$ cat config.mk
export PLATFORM = sky130hd
export DESIGN_NAME = greedy_mask_quad_merge_core
export DESIGN_NICKNAME = d
export VERILOG_FILES = /design/src/hdl/gmqm_pkg.sv /design/src/hdl/gmqm_ram.sv /design/src/hdl/greedy_mask_quad_merge_core.sv
export SDC_FILE = /design/constraint.sdc
export NUM_CORES = 1
export LEC_CHECK = 0
export BUFFER_PORTS_ARGS = -buffer_cell sky130_fd_sc_hd__buf_2
export CORE_MARGIN = 2
export CORE_UTILIZATION = 25
export CTS_CLUSTER_DIAMETER = 120
export DETAILED_ROUTE_END_ITERATION = 10
export GPL_TIMING_DRIVEN = 0
export PLACE_DENSITY = 0.5
export RECOVER_POWER = 25
export SYNTH_ARGS = -nofsm -noshare
export SYNTH_HDL_FRONTEND = slang
export SYNTH_SLANG_ARGS = --single-unit
$ cat constraint.sdc
create_clock -name clock -period 7 [get_ports clock]
set_clock_uncertainty 0.2 [all_clocks]
set_input_delay 0.35 -clock clock [delete_from_list [all_inputs] [get_ports clock]]
set_output_delay 0.35 -clock clock [all_outputs]
set_load 0.05 [all_outputs]
$ cat src/hdl/gmqm_pkg.sv
// shared constants for the greedy mask quad merge block
package gmqm_pkg;

   localparam int SIDE_DEFAULT = 16;
   localparam int ROW_INDEX_W  = 4;
   localparam int ROW_BITS_W   = 16;
   localparam int COL_W        = 4;
   localparam int EXT_W        = 5;

endpackage

$ cat src/hdl/gmqm_ram.sv
// generic single-port-write, single-port-read ram with registered read
module gmqm_ram #(
   parameter int WIDTH = gmqm_pkg::SIDE_DEFAULT,
   parameter int DEPTH = gmqm_pkg::SIDE_DEFAULT
) (
   input  logic                     clock,
   input  logic                     wr_en,
   input  logic [$clog2(DEPTH)-1:0] wr_addr,
   input  logic [WIDTH-1:0]         wr_data,
   input  logic                     rd_en,
   input  logic [$clog2(DEPTH)-1:0] rd_addr,
   output logic [WIDTH-1:0]         rd_data
);

   logic [WIDTH-1:0] mem_ff [DEPTH];
   logic [WIDTH-1:0] rd_data_ff;

   always_ff @(posedge clock) begin
      if (wr_en) begin
         mem_ff[wr_addr] <= wr_data;
      end
      if (rd_en) begin
         rd_data_ff <= mem_ff[rd_addr];
      end
   end

   assign rd_data = rd_data_ff;

endmodule

$ cat src/hdl/greedy_mask_quad_merge_core.sv
// greedy rectangle decomposition of a square binary mask, top level
//
// usage: one command channel (start/busy with req_ ports) and one result
// channel (rsp_valid strobe with rsp_ ports). a command is taken at a clock
// edge with start high and busy low. every command gives exactly one result,
// shown for a single cycle while rsp_valid is high; the receiver cannot
// stall, so results are never held back.
// a load (req_action 0) writes one mask row and rewinds the scan cursor;
// its all-zero result follows in the cycle after the transfer and busy stays low.
// a fetch (req_action 1) walks the mask one ram row per cycle: the scan reads
// rows from the cursor to one with a set bit, the width state sizes the quad,
// the height check reads the rows below it while they cover its span, and the
// finish state forms the result; a scan that finds no set bit gives a done
// result. scan rows and height rows together never pass SIDE. busy falls as
// the result strobe rises, so the next transfer may share the edge that takes
// the result.
// reset (synchronous, active high) clears the mask through per-row valid
// bits, rewinds the cursor and drops any command in progress; no clearing
// pass is needed.
module greedy_mask_quad_merge_core #(
   parameter int SIDE = gmqm_pkg::SIDE_DEFAULT
) (
   input  logic                               clock,
   input  logic                               reset,
   input  logic                               start,
   output logic                               busy,
   input  logic                               req_action,
   input  logic [gmqm_pkg::ROW_INDEX_W-1:0]   req_row_index,
   input  logic [gmqm_pkg::ROW_BITS_W-1:0]    req_row_bits,
   output logic                               rsp_valid,
   output logic                               rsp_quad_found,
   output logic                               rsp_scan_done,
   output logic [gmqm_pkg::COL_W-1:0]         rsp_quad_col,
   output logic [gmqm_pkg::COL_W-1:0]         rsp_quad_row,
   output logic [gmqm_pkg::EXT_W-1:0]         rsp_quad_width,
   output logic [gmqm_pkg::EXT_W-1:0]         rsp_quad_height
);
   import gmqm_pkg::*;

   localparam int IW = $clog2(SIDE);
   localparam int NW = $clog2(SIDE + 1);
   localparam logic [SIDE:0]   ONE_W    = (SIDE + 1)'(1);
   localparam logic [IW-1:0]   LAST_IDX = IW'(SIDE - 1);
   localparam logic [NW-1:0]   SIDE_N   = NW'(SIDE);

   typedef enum logic [4:0] {
      ST_IDLE   = 5'b00001,
      ST_SCAN   = 5'b00010,
      ST_WIDTH  = 5'b00100,
      ST_HEIGHT = 5'b01000,
      ST_FINISH = 5'b10000
   } state_type;

   state_type       state_ff, state_in;
   logic [IW-1:0]   cur_row_ff, cur_row_in;
   logic [IW-1:0]   cur_col_ff, cur_col_in;
   logic [IW-1:0]   rd_addr_ff;
   logic [IW-1:0]   r_ff, r_in;
   logic [IW-1:0]   c_ff, c_in;
   logic [SIDE-1:0] row_ff, row_in;
   logic [SIDE-1:0] span_ff, span_in;
   logic [NW-1:0]   zi_ff, zi_in;
   logic [NW-1:0]   h_ff, h_in;
   logic [SIDE-1:0] valid_ff;

   logic              rsp_valid_ff, rsp_valid_in;
   logic              found_ff, found_in;
   logic              done_ff, done_in;
   logic [COL_W-1:0]  qcol_ff, qcol_in;
   logic [COL_W-1:0]  qrow_ff, qrow_in;
   logic [EXT_W-1:0]  qw_ff, qw_in;
   logic [EXT_W-1:0]  qh_ff, qh_in;

   logic            ram_we, ram_re;
   logic [IW-1:0]   ram_wa, ram_ra;
   logic [SIDE-1:0] ram_wd, ram_rd;
   logic [SIDE-1:0] row_data;

   logic [SIDE:0]   lo_c_w;
   logic [SIDE-1:0] rest;
   logic [IW-1:0]   rest_first;
   logic [SIDE:0]   gap;
   logic [NW-1:0]   gap_first;
   logic [SIDE:0]   lo_z_w;
   logic [SIDE-1:0] span_new;
   logic [NW-1:0]   quad_w;
   logic            idx_ok;

   gmqm_ram #(
      .WIDTH (SIDE),
      .DEPTH (SIDE)
   ) u_mask_ram (
      .clock   (clock),
      .wr_en   (ram_we),
      .wr_addr (ram_wa),
      .wr_data (ram_wd),
      .rd_en   (ram_re),
      .rd_addr (ram_ra),
      .rd_data (ram_rd)
   );

   assign row_data = valid_ff[rd_addr_ff] ? ram_rd : '0;
   assign busy     = (state_ff != ST_IDLE);
   assign idx_ok   = (int'(req_row_index) < SIDE);

   // column masks and first-set searches
   always_comb begin
      lo_c_w     = (ONE_W << c_ff) - ONE_W;
      rest       = row_data & ~lo_c_w[SIDE-1:0];
      rest_first = '0;
      for (int i = SIDE - 1; i >= 0; i--) begin
         if (rest[i]) begin
            rest_first = IW'(i);
         end
      end
      gap       = ~{1'b0, row_ff} & ~lo_c_w;
      gap_first = SIDE_N;
      for (int i = SIDE; i >= 0; i--) begin
         if (gap[i]) begin
            gap_first = NW'(i);
         end
      end
      lo_z_w   = (ONE_W << gap_first) - ONE_W;
      span_new = lo_z_w[SIDE-1:0] & ~lo_c_w[SIDE-1:0];
      quad_w   = zi_ff - NW'(c_ff);
   end

   always_comb begin
      state_in     = state_ff;
      cur_row_in   = cur_row_ff;
      cur_col_in   = cur_col_ff;
      r_in         = r_ff;
      c_in         = c_ff;
      row_in       = row_ff;
      span_in      = span_ff;
      zi_in        = zi_ff;
      h_in         = h_ff;
      rsp_valid_in = 1'b0;
      found_in     = found_ff;
      done_in      = done_ff;
      qcol_in      = qcol_ff;
      qrow_in      = qrow_ff;
      qw_in        = qw_ff;
      qh_in        = qh_ff;
      ram_we       = 1'b0;
      ram_wa       = rd_addr_ff;
      ram_wd       = '0;
      ram_re       = 1'b0;
      ram_ra       = rd_addr_ff;

      unique case (state_ff)
         ST_IDLE: begin
            if (start) begin
               if (!req_action) begin
                  ram_we       = idx_ok;
                  ram_wa       = IW'(req_row_index);
                  ram_wd       = SIDE'(req_row_bits);
                  cur_row_in   = '0;
                  cur_col_in   = '0;
                  rsp_valid_in = 1'b1;
                  found_in     = 1'b0;
                  done_in      = 1'b0;
                  qcol_in      = '0;
                  qrow_in      = '0;
                  qw_in        = '0;
                  qh_in        = '0;
               end else begin
                  ram_re   = 1'b1;
                  ram_ra   = cur_row_ff;
                  c_in     = cur_col_ff;
                  state_in = ST_SCAN;
               end
            end
         end
         ST_SCAN: begin
            if (rest != '0) begin
               row_in   = row_data;
               c_in     = rest_first;
               r_in     = rd_addr_ff;
               state_in = ST_WIDTH;
            end else if (rd_addr_ff == LAST_IDX) begin
               cur_row_in   = '0;
               cur_col_in   = '0;
               rsp_valid_in = 1'b1;
               found_in     = 1'b0;
               done_in      = 1'b1;
               qcol_in      = '0;
               qrow_in      = '0;
               qw_in        = '0;
               qh_in        = '0;
               state_in     = ST_IDLE;
            end else begin
               ram_re = 1'b1;
               ram_ra = rd_addr_ff + IW'(1);
               c_in   = '0;
            end
         end
         ST_WIDTH: begin
            span_in = span_new;
            zi_in   = gap_first;
            h_in    = NW'(1);
            ram_we  = 1'b1;
            ram_wa  = r_ff;
            ram_wd  = row_ff & ~span_new;
            if (r_ff != LAST_IDX) begin
               ram_re   = 1'b1;
               ram_ra   = r_ff + IW'(1);
               state_in = ST_HEIGHT;
            end else begin
               state_in = ST_FINISH;
            end
         end
         ST_HEIGHT: begin
            if ((row_data & span_ff) == span_ff) begin
               ram_we = 1'b1;
               ram_wa = rd_addr_ff;
               ram_wd = row_data & ~span_ff;
               h_in   = h_ff + NW'(1);
               if (rd_addr_ff != LAST_IDX) begin
                  ram_re = 1'b1;
                  ram_ra = rd_addr_ff + IW'(1);
               end else begin
                  state_in = ST_FINISH;
               end
            end else begin
               state_in = ST_FINISH;
            end
         end
         ST_FINISH: begin
            rsp_valid_in = 1'b1;
            found_in     = 1'b1;
            done_in      = 1'b0;
            qcol_in      = COL_W'(c_ff);
            qrow_in      = COL_W'(r_ff);
            qw_in        = EXT_W'(quad_w);
            qh_in        = EXT_W'(h_ff);
            if (zi_ff == SIDE_N) begin
               cur_col_in = '0;
               cur_row_in = (r_ff == LAST_IDX) ? '0 : r_ff + IW'(1);
            end else begin
               cur_col_in = IW'(zi_ff);
               cur_row_in = r_ff;
            end
            state_in = ST_IDLE;
         end
         default: begin
            state_in = ST_IDLE;
         end
      endcase
   end

   always_ff @(posedge clock) begin
      if (reset) begin
         state_ff     <= ST_IDLE;
         cur_row_ff   <= '0;
         cur_col_ff   <= '0;
         valid_ff     <= '0;
         rsp_valid_ff <= 1'b0;
      end else begin
         state_ff     <= state_in;
         cur_row_ff   <= cur_row_in;
         cur_col_ff   <= cur_col_in;
         rsp_valid_ff <= rsp_valid_in;
         if (ram_we) begin
            valid_ff[ram_wa] <= 1'b1;
         end
      end
   end

   always_ff @(posedge clock) begin
      if (ram_re) begin
         rd_addr_ff <= ram_ra;
      end
      r_ff     <= r_in;
      c_ff     <= c_in;
      row_ff   <= row_in;
      span_ff  <= span_in;
      zi_ff    <= zi_in;
      h_ff     <= h_in;
      found_ff <= found_in;
      done_ff  <= done_in;
      qcol_ff  <= qcol_in;
      qrow_ff  <= qrow_in;
      qw_ff    <= qw_in;
      qh_ff    <= qh_in;
   end

   assign rsp_valid       = rsp_valid_ff;
   assign rsp_quad_found  = found_ff;
   assign rsp_scan_done   = done_ff;
   assign rsp_quad_col    = qcol_ff;
   assign rsp_quad_row    = qrow_ff;
   assign rsp_quad_width  = qw_ff;
   assign rsp_quad_height = qh_ff;

endmodule

-- After elaboration in Yosys (flattened, before gate mapping)
Memories as Yosys holds them, arrays and structs flattened. A register that Yosys moved wholly into a read port is not among the register bits.
Index checks and enable logic that the tools add are counted.
- memories: 1
- output and inout port bits: 22
- input port bits: 24
- logic and storage cells: 182
- register bits after elaboration: 104
- RAM bits: 256
- memories (name ; depth ; width ; rd ports ; clocked after memory_dff ; write ports ; line ; source):
    u_mask_ram.mem_ff ; 16 ; 16 ; 1 ; 1 ; 1 ; gmqm_ram.sv:15 ; logic [WIDTH-1:0] mem_ff [DEPTH];
- reduce and logical (&&, ||, !) cells: 10
- bitwise operators: 12
- order comparisons: 3
- add/subtract/negate cells: 6
- multiplexer cells: 109
- shift operators: 2
- equal/unequal tests: 21
- operators with widths (kind ; number):
    $mux 4 ; 36
    $mux 5 ; 28
    $and 16x16->16 ; 6
    $not 16->16 ; 5
    $mux 16 ; 4
    $pmux 16 s3 ; 1
    $pmux 4 s3 ; 4
    $sub 16x1->16 const B ; 2
    $pmux 5 s3 ; 2
    $mux 1 ; 22
    $pmux 5 s4 ; 1
    $eq 16x16->1 ; 1
    $or 16x16->16 ; 1
    $pmux 4 s2 ; 2
    $pmux 4 s4 ; 1
    $reduce_bool 16->1 ; 1
    $shl 1x4->16 const A ; 1
    $shl 1x5->16 const A ; 1
    $ne 2x2->1 const B ; 6
    $pmux 1 s3 ; 4
    $eq 5x5->1 const B ; 2
    $lt 4x5->1 const B ; 2
    $pmux 5 s2 ; 1
    $ne 3x3->1 const B ; 3
    20 further kinds ; 26

-- Depth between registers and ports, before layout
- word-level depth: 26
- depth in mapped cells: 20
- depth with buffers taken out: 15

-- Hierarchy
From an unflattened synthesis, not the netlist that was laid out.
- cell total of the unflattened synthesis: 1096
- area, all modules: 16518.3 µm²
- modules (own cells, without submodules) (module ; area each (µm²) ; cells an instance ; instances):
    gmqm_ram ; 10202.3 ; 432 ; 1
    greedy_mask_quad_merge_core ; 6316.1 ; 664 ; 1

-- Worst setup path after synthesis
OpenSTA, ideal clock, no wires.
- path kind: flip-flop to flip-flop
- from: reg c_ff[1]
- to: reg u_mask_ram.rd_data_ff[14], in the netlist u_mask_ram.rd_data[14] (read register of u_mask_ram.mem_ff), data pin
- path slack: 2117 ps
- buffers on the path: 2
- clock period less this slack: 4883 ps
- data required time: 6528 ps
- cell stages (with the launch flop): 18
- arrival time: 4411 ps
- cells stage by stage: edfxtp_1 buf_2 nor4_1 inv_1 ha_1 clkbuf_1 nor3_1 o211ai_1 a311o_1 or2_1 o211a_1 or3_1 a211oi_2 inv_2 a31oi_1 a21boi_0 a211oi_1 or4_1
- word-level cells in the longest chain between the ends: 7
- elaborated cells on any way between the ends: 9
- those cells by class: add/sub: 1; shift: 1; mux: 4; bitwise: 2; reduce/logical: 1
- RTL lines (element ; line ; source):
    from (decl) ; greedy_mask_quad_merge_core.sv:59 ; logic [IW-1:0] c_ff, c_in;
    from (signal assigned) ; greedy_mask_quad_merge_core.sv:275 ; c_ff <= c_in;
    $shl 1x4->16 * ; greedy_mask_quad_merge_core.sv:108 ; lo_c_w = (ONE_W << c_ff) - ONE_W;
    $sub 16x1->16 * ; greedy_mask_quad_merge_core.sv:108 ;
    $not 16->16 * ; greedy_mask_quad_merge_core.sv:109 ; rest = row_data & ~lo_c_w[SIDE-1:0];
    $and 16x16->16 * ; greedy_mask_quad_merge_core.sv:109 ;
    $reduce_bool 16->1 * ; greedy_mask_quad_merge_core.sv:176 ; if (rest != '0) begin
    $mux 4 / $mux 1 (equally long branches) ; greedy_mask_quad_merge_core.sv:176 ;
    $pmux 4 s4 / $pmux 1 s4 (equally long branches) ; greedy_mask_quad_merge_core.sv:151 ; unique case (state_ff)
    to (decl) ; gmqm_ram.sv:16 ; logic [WIDTH-1:0] rd_data_ff;
Every way passes the cells marked *; elsewhere a longest branch is shown, timed or not.
A chain may end at the register's enable or synchronous reset.

-- Worst setup path in the final report
- from: reg rd_addr_ff[0]
- to: reg u_mask_ram.rd_data_ff[8], in the netlist u_mask_ram.rd_data[8] (read register of u_mask_ram.mem_ff), data pin
- word-level cells in the longest chain between the ends: 7
- elaborated cells on any way between the ends: 23
- those cells by class: add/sub: 1; eq/ne: 3; mux: 16; bitwise: 2; reduce/logical: 1
- RTL lines (element ; line ; source):
    from (decl) ; greedy_mask_quad_merge_core.sv:57 ; logic [IW-1:0] rd_addr_ff;
    from (signal assigned) ; greedy_mask_quad_merge_core.sv:272 ; rd_addr_ff <= ram_ra;
    $bmux 1 s4 ; greedy_mask_quad_merge_core.sv:102 ; assign row_data = valid_ff[rd_addr_ff] ? ram_rd : '0;
    $mux 1 (not written as such) ; greedy_mask_quad_merge_core.sv:102 ;
    $mux 16 ; greedy_mask_quad_merge_core.sv:102 ;
    $and 16x16->16, on equally long branches ; greedy_mask_quad_merge_core.sv:214, greedy_mask_quad_merge_core.sv:109 ;
    $eq 16x16->1 / $reduce_bool 16->1 (equally long branches) ; greedy_mask_quad_merge_core.sv:214, greedy_mask_quad_merge_core.sv:176 ;
    $mux 4 (tied with other cells) ; greedy_mask_quad_merge_core.sv:214 ; if ((row_data & span_ff) == span_ff) begin
    $pmux 4 s4 / $pmux 1 s4 (equally long branches) ; greedy_mask_quad_merge_core.sv:151 ;
Parallel ways exist; a longest one is shown, timed or not. The select of a mux whose other input is x is not followed.

==> impl_metrics.toml <==
[status]
status = "finished with violations"
violations = "capacitance limit, slew limit"

[route]
via_per_inst = 5.039
dr.pass1.iters = 5
drt-wirelength-per-cell_um = 21.53
vias = 12436
drc = 0
ant_nets = 0
first_iter_violations = 1104
wl_um = 53140

[die]
initial_utilization_pct = 25.14
num_rows = 96
die-height_um = 265.9
io_pins = 46
dieWidth_um = 265.9
coreArea_um2 = 68230
die-area_um2 = 70710

[synthesis]
seq_area_frac_synth_pct = 64.09
yosysWarnings = 0
synth_nets = 1472
syn_area_per_cell_um2 = 11.93
synth_edf_count = 346
yosys.area.top_type = "edfxtp_1"
synth.top_cell.area_share_pct = 60.59
synthFlopType = "edfxtp_1"
async_flop_share_pct = 0
ys_types = 78
ys_ff_latch = 376
synth_area_leaders = "edfxtp_1, dfxtp_1, a21oi_1"
syn_inst = 1438
netlist_area_um2 = 17150

[critical_path]
crit_fanout = 10
critPathKind = "reg -> reg"
ff2ff_path_depth = 14
reg2reg_to = "u_mask_ram.rd_data[8]"
startpoint_type = "register"
r2r_slack_ns = 0.30
crit_start = "rd_addr_ff[0]"
worstReg2RegStart = "rd_addr_ff[0]"
worstPathRequired_ns = 7.02
end_kind = "register"
crit_arrival_ns = 6.71
critPathCapture = "u_mask_ram.rd_data[8]"

[finish]
seqCellArea_um2 = 10990
fill_cells = 6976
final_common_cell = "edfxtp_1"
final_cell_mix = "edfxtp_1, nand2_1, a21oi_1"
multi_input_area_um2 = 5632
area_delta_synth_final_pct = 17.96
final_nets = 1587
drive_above_1_share_pct = 12.49

[grt]
grt_pass1_wl_um = 77600
track_usage_pct = 14.71
grt_pass1_vias = 12001
grt_max_degree = 31
antenna_found_initial = 1
grt_overflow = 0

[clocking]
holdBufCountCts = 0
root_buffer = "clkbuf_16"
cts_max_level = 2
cts_sinks = 376
cts_setup_buffers = 0
tritoncts = "built"
numCtsBuffers = 43
clk_transition_reported_paths_ns = 0.06
cts_resized = 0
insertion_delay_ns = 0.58
cts_buffer_depth = 3

[sta]
holdWs_ns = 0.1038
maxSlewViolCount = 31
max_freq_ghz = 0.1493
tightest_slew_ns = 1.793
setup_tns_ns = 0
rsz0062_at_grt = "no"
slew_headroom_pct = -19.55
fin_crit_sh_pct = 95.69
setup_viol = 0
hold_viol_final = 0
min_period_ns = 6.698

[pwr]
power_uw = 6114
ir_worst_vdd_v = 0.0001727
power.density_nw_per_um2 = 302.2
p_leak_uw = 0.006850

[hold_path]
hold_depth = 4
hp-class = "in -> reg"

[placement]
portBuffers = 44
routabilityCongestion = 0.8799
hpwl_um = 38180

[run]
drv_cap = 1
==> where the power goes <==
group,leakage (µW),switching [µW],internal (µW)
clock,0.000666,906,1290
sequential,0.00342,66.8,2570
combinational,0.00276,899,381
total,0.00685,1870,4240
==> final cells by class <==
type                    count  area share (%)
flip-flops and latches    376           54.33
multi-input cells         924           27.84
clock buffers              61           5.851
well taps                 882           5.455
repair buffers             70           2.765
plain buffers              94           2.029
clock inverters            16          0.9030
inverters                  44          0.8164
diodes                      1         0.01237
==> cell families (layout without fill, tap and decap cells) <==
kind of cell	after synthesis	after routing	synth area share [%]
DFF	376	376	64.09
muxes	28	28	1.890
buffers and inverters	138	285	3.385
xor gates and xnor gates	12	12	0.6129
and+or+nand+nor	498	498	13.95
adders and majority gates	10	10	0.7734
other	0	1	0
AOI/OAI and AO/OA	376	376	15.30
==> routing by layer <==
layer / GRT usage (%) / wire (µm)
met1: 19.25 / 22700
met2: 24.54 / 25370
met3: 2.477 / 3574
met4: 5.147 / 1491
met5: 0 / 0
==> per-stage QoR <==
stage               utilization, %  worst slack (ns)  instance area (µm²)  cells
floorplan                        -             2.117                17150   1438
global placement             27.08           -0.7324                18470   2364
detailed placement           27.81            0.2637                18970   2389
CTS                          29.81            0.2341                20340   2466
global route                 29.65           0.05358                20230   2467
finish                       29.65            0.3020                20230   2468
==> cell usage after synthesis, types with 5 or more instances <==
cell / count
a21o_1: 6
buf_4: 6
inv_1: 41
a211oi_1: 10
nand4_1: 15
buf_2: 32
nor3_1: 19
o21ba_2: 7
clkbuf_1: 51
o21a_1: 5
edfxtp_1: 346
a221oi_1: 15
ha_1: 9
nor2b_1: 15
xnor2_1: 7
buf_1: 5
and3_1: 24
o21ai_0: 63
nand2_1: 155
a21oi_1: 119
a211o_1: 16
nand2b_1: 19
nand3_1: 89
mux2i_1: 11
xor2_1: 5
dfxtp_1: 30
o31ai_1: 7
a221o_1: 31
o22ai_1: 6
mux2_2: 15
and2_1: 33
nor2_1: 101
a32oi_1: 12
o211ai_1: 21
a22oi_1: 13
==> worst max-delay path, stage by stage, from the launching register on <==
cell       delay (ns)
edfxtp_1         0.42
clkbuf_1         0.34
buf_4            0.26
mux2i_1          0.11
a2bb2oi_1        0.75
a32oi_1          0.41
a2111oi_0        0.70
nand4_1          0.54
o2bb2ai_1        0.51
a21oi_1          0.16
nor2b_1          0.15
o21ai_1          0.70
clkbuf_1         0.51
a221o_1          0.28
nand4_1          0.28
==> how the worst min path moves through the flow <==
stage	end	slack [ns]	from
6_report	u_mask_ram.mem_ff[1][7]	0.10	req_row_bits[7]
5_1_grt	u_mask_ram.mem_ff[1][14]	0.09	req_row_bits[14]
3_5_place_dp	r_ff[2]	0.23	rd_addr_ff[2]
2_1_floorplan	r_ff[2]	0.22	rd_addr_ff[2]
4_1_cts	u_mask_ram.mem_ff[1][2]	0.07	req_row_bits[2]
3_3_place_gp	r_ff[2]	0.23	rd_addr_ff[2]
==> sequential cells by signal (all words and copies together), names as in the netlist <==
register	flops
cur_row_ff	4
rsp_quad_height	5
span_ff	16
valid_ff	16
rsp_quad_col	4
u_mask_ram.mem_ff	256
cur_col_ff	4
rsp_scan_done	1
rsp_quad_row	4
rd_addr_ff	4
u_mask_ram.rd_data	16
state_ff	5
row_ff	16
h_ff	5
rsp_valid	1
r_ff	4
zi_ff	5
rsp_quad_found	1
rsp_quad_width	5
c_ff	4
Note: power is estimated with default switching activity, not from simulation.
